--- src/sv/sfcr_pkg.sv ---
// shared types and codes for the channel refresher
// no dependencies
`timescale 1ns / 1ps

package sfcr_pkg;

   localparam int ChanW   = 9;
   localparam int ByteW   = 8;
   localparam int FuncW   = 2;
   localparam int CsrIdxW = 2;
   localparam int PhaseW  = 2;
   localparam int KindW   = 3;

   localparam logic [FuncW-1:0] FUNC_WRITE = 2'd0;
   localparam logic [FuncW-1:0] FUNC_READ  = 2'd1;
   localparam logic [FuncW-1:0] FUNC_TICK  = 2'd2;

   localparam logic [CsrIdxW-1:0] CSR_FIRST_SYNC  = 2'd0;
   localparam logic [CsrIdxW-1:0] CSR_SECOND_SYNC = 2'd1;

   localparam logic [PhaseW-1:0] PHASE_SYNC1 = 2'd0;
   localparam logic [PhaseW-1:0] PHASE_SYNC2 = 2'd1;
   localparam logic [PhaseW-1:0] PHASE_DATA  = 2'd2;

   // what the pending result carries
   localparam logic [KindW-1:0] KIND_NONE  = 3'd0;
   localparam logic [KindW-1:0] KIND_READ  = 3'd1;
   localparam logic [KindW-1:0] KIND_SYNC1 = 3'd2;
   localparam logic [KindW-1:0] KIND_SYNC2 = 3'd3;
   localparam logic [KindW-1:0] KIND_DATA  = 3'd4;

   typedef struct packed {
      logic clear_we;
      logic accept;
      logic load;
   } cmd_type;

   typedef struct packed {
      logic clear_last;
      logic out_blocked;
   } status_type;

endpackage

--- src/sv/sfcr_ram.sv ---
// generic single-port ram with registered read
// no dependencies
`timescale 1ns / 1ps

module sfcr_ram #(
   parameter int WIDTH = 8,
   parameter int DEPTH = 512
) (
   input  logic                                      clock,
   input  logic                                      we,
   input  logic                                      re,
   input  logic [((DEPTH > 1) ? $clog2(DEPTH) : 1)-1:0] addr,
   input  logic [WIDTH-1:0]                          wdata,
   output logic [WIDTH-1:0]                          rdata
);

   logic [WIDTH-1:0] mem_ff [DEPTH];
   logic [WIDTH-1:0] rdata_ff;

   always_ff @(posedge clock) begin
      if (we) begin
         mem_ff[addr] <= wdata;
      end
      if (re) begin
         rdata_ff <= mem_ff[addr];
      end
   end

   assign rdata = rdata_ff;

endmodule

--- src/sv/sfcr_ctrl.sv ---
// control state machine: clearing pass, accept, result load
// depends on sfcr_pkg
`timescale 1ns / 1ps

module sfcr_ctrl (
   input  logic                clock,
   input  logic                reset,
   input  logic                req_valid,
   output logic                req_stall,
   input  sfcr_pkg::status_type status,
   output sfcr_pkg::cmd_type    cmd
);

   import sfcr_pkg::*;

   localparam logic [1:0] ST_CLEAR = 2'd0;
   localparam logic [1:0] ST_IDLE  = 2'd1;
   localparam logic [1:0] ST_LOAD  = 2'd2;

   logic [1:0] state_ff;
   logic [1:0] state_in;

   always_comb begin
      state_in     = state_ff;
      cmd.clear_we = 1'b0;
      cmd.accept   = 1'b0;
      cmd.load     = 1'b0;
      unique case (state_ff)
         ST_CLEAR: begin
            cmd.clear_we = 1'b1;
            if (status.clear_last) begin
               state_in = ST_IDLE;
            end
         end
         ST_IDLE: begin
            if (req_valid) begin
               cmd.accept = 1'b1;
               state_in   = ST_LOAD;
            end
         end
         ST_LOAD: begin
            // wait while an earlier result is still held
            if (!status.out_blocked) begin
               cmd.load = 1'b1;
               state_in = ST_IDLE;
            end
         end
         default: begin
            state_in = ST_IDLE;
         end
      endcase
   end

   assign req_stall = (state_ff != ST_IDLE);

   always_ff @(posedge clock) begin
      if (reset) begin
         state_ff <= ST_CLEAR;
      end else begin
         state_ff <= state_in;
      end
   end

endmodule

--- src/sv/sfcr_dp.sv ---
// datapath: level store, frame sequencing, sync registers, result register
// depends on sfcr_pkg and sfcr_ram
`timescale 1ns / 1ps

module sfcr_dp #(
   parameter int CHANNEL_COUNT = 512
) (
   input  logic                           clock,
   input  logic                           reset,
   input  sfcr_pkg::cmd_type              cmd,
   output sfcr_pkg::status_type           status,
   input  logic [sfcr_pkg::FuncW-1:0]     req_func,
   input  logic [sfcr_pkg::ChanW-1:0]     req_channel,
   input  logic [sfcr_pkg::ByteW-1:0]     req_write_value,
   input  logic                           csr_valid,
   input  logic [sfcr_pkg::CsrIdxW-1:0]   csr_index,
   input  logic [sfcr_pkg::ByteW-1:0]     csr_data,
   output logic                           rsp_valid,
   input  logic                           rsp_stall,
   output logic [sfcr_pkg::ByteW-1:0]     rsp_read_value,
   output logic                           rsp_tx_valid,
   output logic [sfcr_pkg::ByteW-1:0]     rsp_tx_byte,
   output logic                           rsp_frame_start
);

   import sfcr_pkg::*;

   localparam int AW = (CHANNEL_COUNT > 1) ? $clog2(CHANNEL_COUNT) : 1;

   logic [ByteW-1:0]  first_sync_ff;
   logic [ByteW-1:0]  second_sync_ff;
   logic [PhaseW-1:0] phase_ff;
   logic [PhaseW-1:0] phase_in;
   logic [AW-1:0]     send_idx_ff;
   logic [AW-1:0]     send_idx_in;
   logic [AW-1:0]     clr_idx_ff;
   logic [KindW-1:0]  kind_ff;
   logic [KindW-1:0]  kind_in;
   logic              rsp_valid_ff;
   logic [ByteW-1:0]  read_value_ff;
   logic              tx_valid_ff;
   logic [ByteW-1:0]  tx_byte_ff;
   logic              frame_start_ff;

   logic              chan_ok;
   logic              ram_we;
   logic              ram_re;
   logic [AW-1:0]     ram_addr;
   logic [ByteW-1:0]  ram_wdata;
   logic [ByteW-1:0]  ram_rdata;
   logic [ByteW-1:0]  tx_byte_sel;

   assign chan_ok = ({1'b0, req_channel} < (ChanW + 1)'(CHANNEL_COUNT));

   assign status.clear_last  = (clr_idx_ff == AW'(CHANNEL_COUNT - 1));
   assign status.out_blocked = rsp_valid_ff && rsp_stall;

   // decode of the clearing write or the accepted beat, and next frame position
   always_comb begin
      phase_in    = phase_ff;
      send_idx_in = send_idx_ff;
      kind_in     = KIND_NONE;
      ram_we      = 1'b0;
      ram_re      = 1'b0;
      ram_addr    = req_channel[AW-1:0];
      ram_wdata   = req_write_value;
      if (cmd.clear_we) begin
         ram_we    = 1'b1;
         ram_addr  = clr_idx_ff;
         ram_wdata = '0;
      end else if (cmd.accept) begin
         unique case (req_func)
            FUNC_WRITE: begin
               ram_we = chan_ok;
            end
            FUNC_READ: begin
               ram_re  = chan_ok;
               kind_in = chan_ok ? KIND_READ : KIND_NONE;
            end
            FUNC_TICK: begin
               unique case (phase_ff)
                  PHASE_SYNC2: begin
                     kind_in     = KIND_SYNC2;
                     send_idx_in = '0;
                     phase_in    = PHASE_DATA;
                  end
                  PHASE_DATA: begin
                     kind_in  = KIND_DATA;
                     ram_re   = 1'b1;
                     ram_addr = send_idx_ff;
                     if (send_idx_ff == AW'(CHANNEL_COUNT - 1)) begin
                        send_idx_in = '0;
                        phase_in    = PHASE_SYNC1;
                     end else begin
                        send_idx_in = send_idx_ff + AW'(1);
                     end
                  end
                  default: begin
                     // unused phase code behaves as first sync
                     kind_in  = KIND_SYNC1;
                     phase_in = PHASE_SYNC2;
                  end
               endcase
            end
            default: begin
               kind_in = KIND_NONE;
            end
         endcase
      end
   end

   sfcr_ram #(
      .WIDTH (ByteW),
      .DEPTH (CHANNEL_COUNT)
   ) u_store (
      .clock (clock),
      .we    (ram_we),
      .re    (ram_re),
      .addr  (ram_addr),
      .wdata (ram_wdata),
      .rdata (ram_rdata)
   );

   always_comb begin
      unique case (kind_ff)
         KIND_SYNC1: tx_byte_sel = first_sync_ff;
         KIND_SYNC2: tx_byte_sel = second_sync_ff;
         KIND_DATA:  tx_byte_sel = ram_rdata;
         default:    tx_byte_sel = '0;
      endcase
   end

   always_ff @(posedge clock) begin
      if (reset) begin
         first_sync_ff  <= '0;
         second_sync_ff <= '0;
         phase_ff       <= PHASE_SYNC1;
         send_idx_ff    <= '0;
         clr_idx_ff     <= '0;
         kind_ff        <= KIND_NONE;
         rsp_valid_ff   <= 1'b0;
      end else begin
         if (csr_valid && (csr_index == CSR_FIRST_SYNC)) begin
            first_sync_ff <= csr_data;
         end
         if (csr_valid && (csr_index == CSR_SECOND_SYNC)) begin
            second_sync_ff <= csr_data;
         end
         if (cmd.clear_we) begin
            clr_idx_ff <= clr_idx_ff + AW'(1);
         end
         if (cmd.accept) begin
            kind_ff <= kind_in;
         end
         phase_ff    <= phase_in;
         send_idx_ff <= send_idx_in;
         if (cmd.load) begin
            rsp_valid_ff <= 1'b1;
         end else if (!rsp_stall) begin
            rsp_valid_ff <= 1'b0;
         end
      end
   end

   always_ff @(posedge clock) begin
      if (cmd.load) begin
         read_value_ff  <= (kind_ff == KIND_READ) ? ram_rdata : '0;
         tx_valid_ff    <= (kind_ff == KIND_SYNC1) || (kind_ff == KIND_SYNC2)
                           || (kind_ff == KIND_DATA);
         tx_byte_ff     <= tx_byte_sel;
         frame_start_ff <= (kind_ff == KIND_SYNC1);
      end
   end

   assign rsp_valid       = rsp_valid_ff;
   assign rsp_read_value  = read_value_ff;
   assign rsp_tx_valid    = tx_valid_ff;
   assign rsp_tx_byte     = tx_byte_ff;
   assign rsp_frame_start = frame_start_ff;

endmodule

--- src/sv/sync_framed_channel_refresher_core.sv ---
// channel refresher top level: controller plus datapath
// depends on sfcr_pkg, sfcr_ctrl, sfcr_dp
//
//  port group | direction | handshake          | carries
//  req_*      | in        | req_valid/req_stall| func, channel, write_value
//  rsp_*      | out       | rsp_valid/rsp_stall| read_value, tx_valid, tx_byte, frame_start
//  csr_*      | in        | csr_valid/csr_ready| index, data (first/second sync byte)
//
// every beat is accepted together with the store access, then loads the result register
// the next beat is taken while the result still waits; a held result delays the load
// after reset the store is cleared one entry a cycle, all CHANNEL_COUNT entries, req_stall high
// csr writes are taken in every cycle, clearing included
`timescale 1ns / 1ps

module sync_framed_channel_refresher_core #(
   parameter int CHANNEL_COUNT = 512
) (
   input  logic                         clock,
   input  logic                         reset,
   input  logic                         req_valid,
   output logic                         req_stall,
   input  logic [sfcr_pkg::FuncW-1:0]   req_func,
   input  logic [sfcr_pkg::ChanW-1:0]   req_channel,
   input  logic [sfcr_pkg::ByteW-1:0]   req_write_value,
   output logic                         rsp_valid,
   input  logic                         rsp_stall,
   output logic [sfcr_pkg::ByteW-1:0]   rsp_read_value,
   output logic                         rsp_tx_valid,
   output logic [sfcr_pkg::ByteW-1:0]   rsp_tx_byte,
   output logic                         rsp_frame_start,
   input  logic                         csr_valid,
   output logic                         csr_ready,
   input  logic [sfcr_pkg::CsrIdxW-1:0] csr_index,
   input  logic [sfcr_pkg::ByteW-1:0]   csr_data
);

   import sfcr_pkg::*;

   cmd_type    cmd;
   status_type status;

   assign csr_ready = 1'b1;

   sfcr_ctrl u_ctrl (
      .clock     (clock),
      .reset     (reset),
      .req_valid (req_valid),
      .req_stall (req_stall),
      .status    (status),
      .cmd       (cmd)
   );

   sfcr_dp #(
      .CHANNEL_COUNT (CHANNEL_COUNT)
   ) u_dp (
      .clock           (clock),
      .reset           (reset),
      .cmd             (cmd),
      .status          (status),
      .req_func        (req_func),
      .req_channel     (req_channel),
      .req_write_value (req_write_value),
      .csr_valid       (csr_valid && csr_ready),
      .csr_index       (csr_index),
      .csr_data        (csr_data),
      .rsp_valid       (rsp_valid),
      .rsp_stall       (rsp_stall),
      .rsp_read_value  (rsp_read_value),
      .rsp_tx_valid    (rsp_tx_valid),
      .rsp_tx_byte     (rsp_tx_byte),
      .rsp_frame_start (rsp_frame_start)
   );

endmodule

--- config.mk ---
export PLATFORM = sky130hd
export DESIGN_NAME = sync_framed_channel_refresher_core
export DESIGN_NICKNAME = d
export VERILOG_FILES = /design/src/sv/sfcr_pkg.sv /design/src/sv/sfcr_ram.sv /design/src/sv/sfcr_ctrl.sv /design/src/sv/sfcr_dp.sv /design/src/sv/sync_framed_channel_refresher_core.sv
export SDC_FILE = /design/constraint.sdc
export NUM_CORES = 2
export LEC_CHECK = 0
export BUFFER_PORTS_ARGS = -buffer_cell sky130_fd_sc_hd__buf_2
export CORE_ASPECT_RATIO = 0.75
export CORE_UTILIZATION = 50
export DETAILED_ROUTE_END_ITERATION = 12
export GPL_TIMING_DRIVEN = 1
export PLACE_DENSITY = 0.65
export SETUP_SLACK_MARGIN = 0.05
export SLEW_MARGIN = 20
export SYNTH_ARGS = -nofsm -noshare
export SYNTH_HDL_FRONTEND = slang
export SYNTH_SLANG_ARGS = --single-unit
--- constraint.sdc ---
create_clock -name clock -period 14.7 [get_ports clock]
set_clock_uncertainty 0.1 [all_clocks]
set_input_delay 4.41 -clock clock [delete_from_list [all_inputs] [get_ports clock]]
set_output_delay 4.41 -clock clock [all_outputs]
set_load 0.02 [all_outputs]
==> flow_summary.json <==
{
  "outcome": "finished, final reports clean",
  "syn_nets": 10600,
  "cap_violations": 0,
  "wl_per_cell_um": 31.2,
  "numCtsBuffers": 387,
  "grtUsageMet3_pct": 8.94,
  "grt_pass1_vias": 92200,
  "syn2layout_area_growth_pct": 9.94,
  "hpwl_mm": 279,
  "ys_ff_latch": 4164,
  "grt_usage_pct": 27.8,
  "yosysWarnings": 0,
  "power.density_nw_per_um2": 135,
  "die_h_um": 499,
  "vdd_drop_max_mv": 0.103,
  "maxSlewViolCount": 0,
  "num_vias": 98100,
  "place_inst": 14400,
  "syn-instance-count": 10600,
  "syn_area_um2": 164000,
  "fin_cells": 15100,
  "avgSynthCellArea_um2": 15.5,
  "hold_buffers": 0,
  "cts_tree": "built",
  "clock_path_buffers": 4,
  "ant_nets": 0,
  "cp.required_ns": 15.23,
  "chipWidth_um": 664,
  "nNetsFinal": 10500,
  "vias_per_cell": 6.49,
  "use_met1_pct": 42.1,
  "place_congestion": 0.896,
  "min-delay-path-class": "register to register",
  "crit_path_end_kind": "register",
  "netlist-cell-type-count": 92,
  "arrival_ns": 10.54,
  "grt_max_degree": 211,
  "clock-sinks": 4164,
  "core_area_um2": 326000,
  "start_util_pct": 50.5,
  "fill_cells": 25200,
  "gr-total-overflow": 0,
  "routed_wl_mm": 471,
  "relSlewSlack_pct": 13.3,
  "port_buffers": 53,
  "ioPinCount": 55,
  "synth_edf_count": 4122,
  "tightest_slew_ns": 1.29,
  "drt_first_pass_iters": 8,
  "use_met2_pct": 38.4,
  "h-tree-depth": 5,
  "setup_viol": 0,
  "synth_ff_type": "edfxtp_1",
  "cp_max_fo": 45,
  "busiest_layer": "met1",
  "leakagePower_nw": 60.0,
  "post-cts-setup-buffers": 0,
  "min_period_ns": 10.01,
  "grt_pass1_wl_mm": 670,
  "rrSetupSlack_ns": 7.77,
  "antenna_found_initial": 30,
  "worstSetupPathType": "primary input to register",
  "drc_errors": 0,
  "clockRootBuffer": "clkbuf_16",
  "num_rows": 181,
  "clkLatencyLatePin_ns": 0.92,
  "async_flop_share_pct": 0,
  "finalSetupTns_ns": 0,
  "drt_iter0_markers": 16500,
  "drive_gt1_share_pct": 11.2,
  "dieArea_um2": 331000,
  "grt_setup_unrepaired": "no",
  "max_freq_mhz": 99.9,
  "post-route-period-util_pct": 68.1,
  "finalHoldViolations": 0,
  "ys_seq_area_share_pct": 75.8,
  "start_kind": "primary input",
  "post_cts_resize_count": 0,
  "path_clk_slew_ns": 0.06,
  "fin_util_pct": 55.5
}
cell type report:
type                       instances  area [um2]  area share [%]
antenna                            8        20.0          0.0111
clock buffer                     504       10400            5.74
clock inverter                   189        1730           0.958
inverter                           8        37.5          0.0208
multi-input combinational       5682       36300            20.1
sequential                      4164      125000            69.0
tap                             4300        5380            2.98
timing repair buffer             263        2230            1.24
layout by cell type (no fill, tap or decap), drive strengths merged, types with 12 or more instances in the layout:
master	instances
a2111oi	18
a32oi	107
dfxtp	42
o22ai	36
nor2	592
bufinv	30
clkinv	141
a211oi	95
a311oi	115
nand4	140
and3	192
o2111ai	41
a22o	44
buf	263
mux2i	269
a31oi	261
inv	16
a21oi	190
and2	30
clkbuf	504
nor4	14
nor3	15
nand2	2193
mux4	328
nand3	562
a22oi	138
o32ai	13
edfxtp	4122
o221ai	12
o21ai	76
or3	16
a221oi	60
o211ai	19
report_power, final:
group / total [W] / internal (W) / switching (W) / leakage (nW)
clock: 0.00986 / 0.00550 / 0.00436 / 5.88
combinational: 0.00166 / 0.000507 / 0.00116 / 13.7
sequential: 0.0129 / 0.0129 / 0.00000439 / 40.5
total: 0.0244 / 0.0189 / 0.00552 / 60.0
critical path, stage by stage:
cell       delay (ns)
buf_2            0.11
inv_1            0.08
ha_1             0.44
nand3_2          0.32
o211ai_4         0.25
buf_4            0.67
nand2_4          0.19
nor2_4           0.67
buf_4            0.82
buf_4            0.44
a32oi_1          0.09
and3_1           0.21
a31oi_1          0.40
o211ai_1         0.39
a2111oi_0        0.58
buf_4            0.25
nand4_1          0.09
per-layer routing:
layer	part of all wire, %	up-vias
met5	0.014	-
met4	3.1	10
met3	14	830
met2	42	6635
met1	41	50000
li1	-	40700
flip-flops by register name, indices dropped and copies added (netlist names):
name,flops
u_dp.u_store.rdata,8
u_dp.kind_ff,3
u_dp.clr_idx_ff,9
u_dp.rsp_read_value,8
u_dp.u_store.mem_ff,4096
u_dp.rsp_valid,1
u_ctrl.state_ff,2
u_dp.phase_ff,2
u_dp.rsp_tx_byte,8
u_dp.send_idx_ff,9
u_dp.second_sync_ff,8
u_dp.rsp_tx_valid,1
u_dp.rsp_frame_start,1
u_dp.first_sync_ff,8
cells in the mapped netlist (all sizes together) (19+ instances only):
cell type / n / area share (%)
o22ai: 36 / 0.14
a211oi: 95 / 0.45
clkbuf: 239 / 0.55
a21oi: 190 / 0.58
o211ai: 19 / 0.090
mux2i: 269 / 1.6
nor2: 592 / 1.4
a311oi: 115 / 0.62
nand2: 2193 / 5.0
a221oi: 60 / 0.35
dfxtp: 42 / 0.51
a22oi: 138 / 0.63
o21ai: 76 / 0.23
mux4: 328 / 4.5
a31oi: 261 / 0.99
a32oi: 107 / 0.57
and3: 192 / 0.74
o2111ai: 41 / 0.22
edfxtp: 4122 / 75
nand3: 562 / 1.7
nand4: 140 / 0.53
and2: 30 / 0.12
a22o: 44 / 0.23
buf: 477 / 1.8
per-stage QoR:
stage | instance area (um2) | hold WS [ns] | setup slack [ns] | total power, W
3_3_place_gp | 168000 | 0.367 | 3.10 | 0.0147
2_1_floorplan | 164000 | 0.353 | 2.24 | 0.0142
3_5_place_dp | 168000 | 0.378 | 3.92 | 0.0147
5_1_grt | 181000 | 0.416 | 4.58 | 0.0249
6_report | 181000 | 0.389 | 4.69 | 0.0244
4_1_cts | 181000 | 0.388 | 4.91 | 0.0244
kinds of logic (layout without fill, tap and decap cells):
group | Yosys count | in the layout | synth area share, %
xor+xnor | 8 | 8 | 0.0426
mux | 597 | 597 | 6.13
other cells | 1 | 9 | 0.00228
flops | 4164 | 4164 | 75.8
compound gates | 1278 | 1278 | 5.71
buf+inv | 724 | 964 | 2.37
simple gates | 3789 | 3789 | 9.85
fa+ha+maj | 9 | 9 | 0.0685
worst paths after layout:
check / startpoint / endpoint / cells past startpoint
hold / removal: u_dp.phase_ff[0] / u_dp.phase_ff[0] / 2
setup reg to reg: u_ctrl.state_ff[0] / u_dp.u_store.rdata[7] / 15
hold reg to reg: u_dp.phase_ff[0] / u_dp.phase_ff[0] / 2
setup / recovery: req_func[0] / u_dp.u_store.rdata[7] / 17
Note: power is estimated with default switching activity, not from simulation.
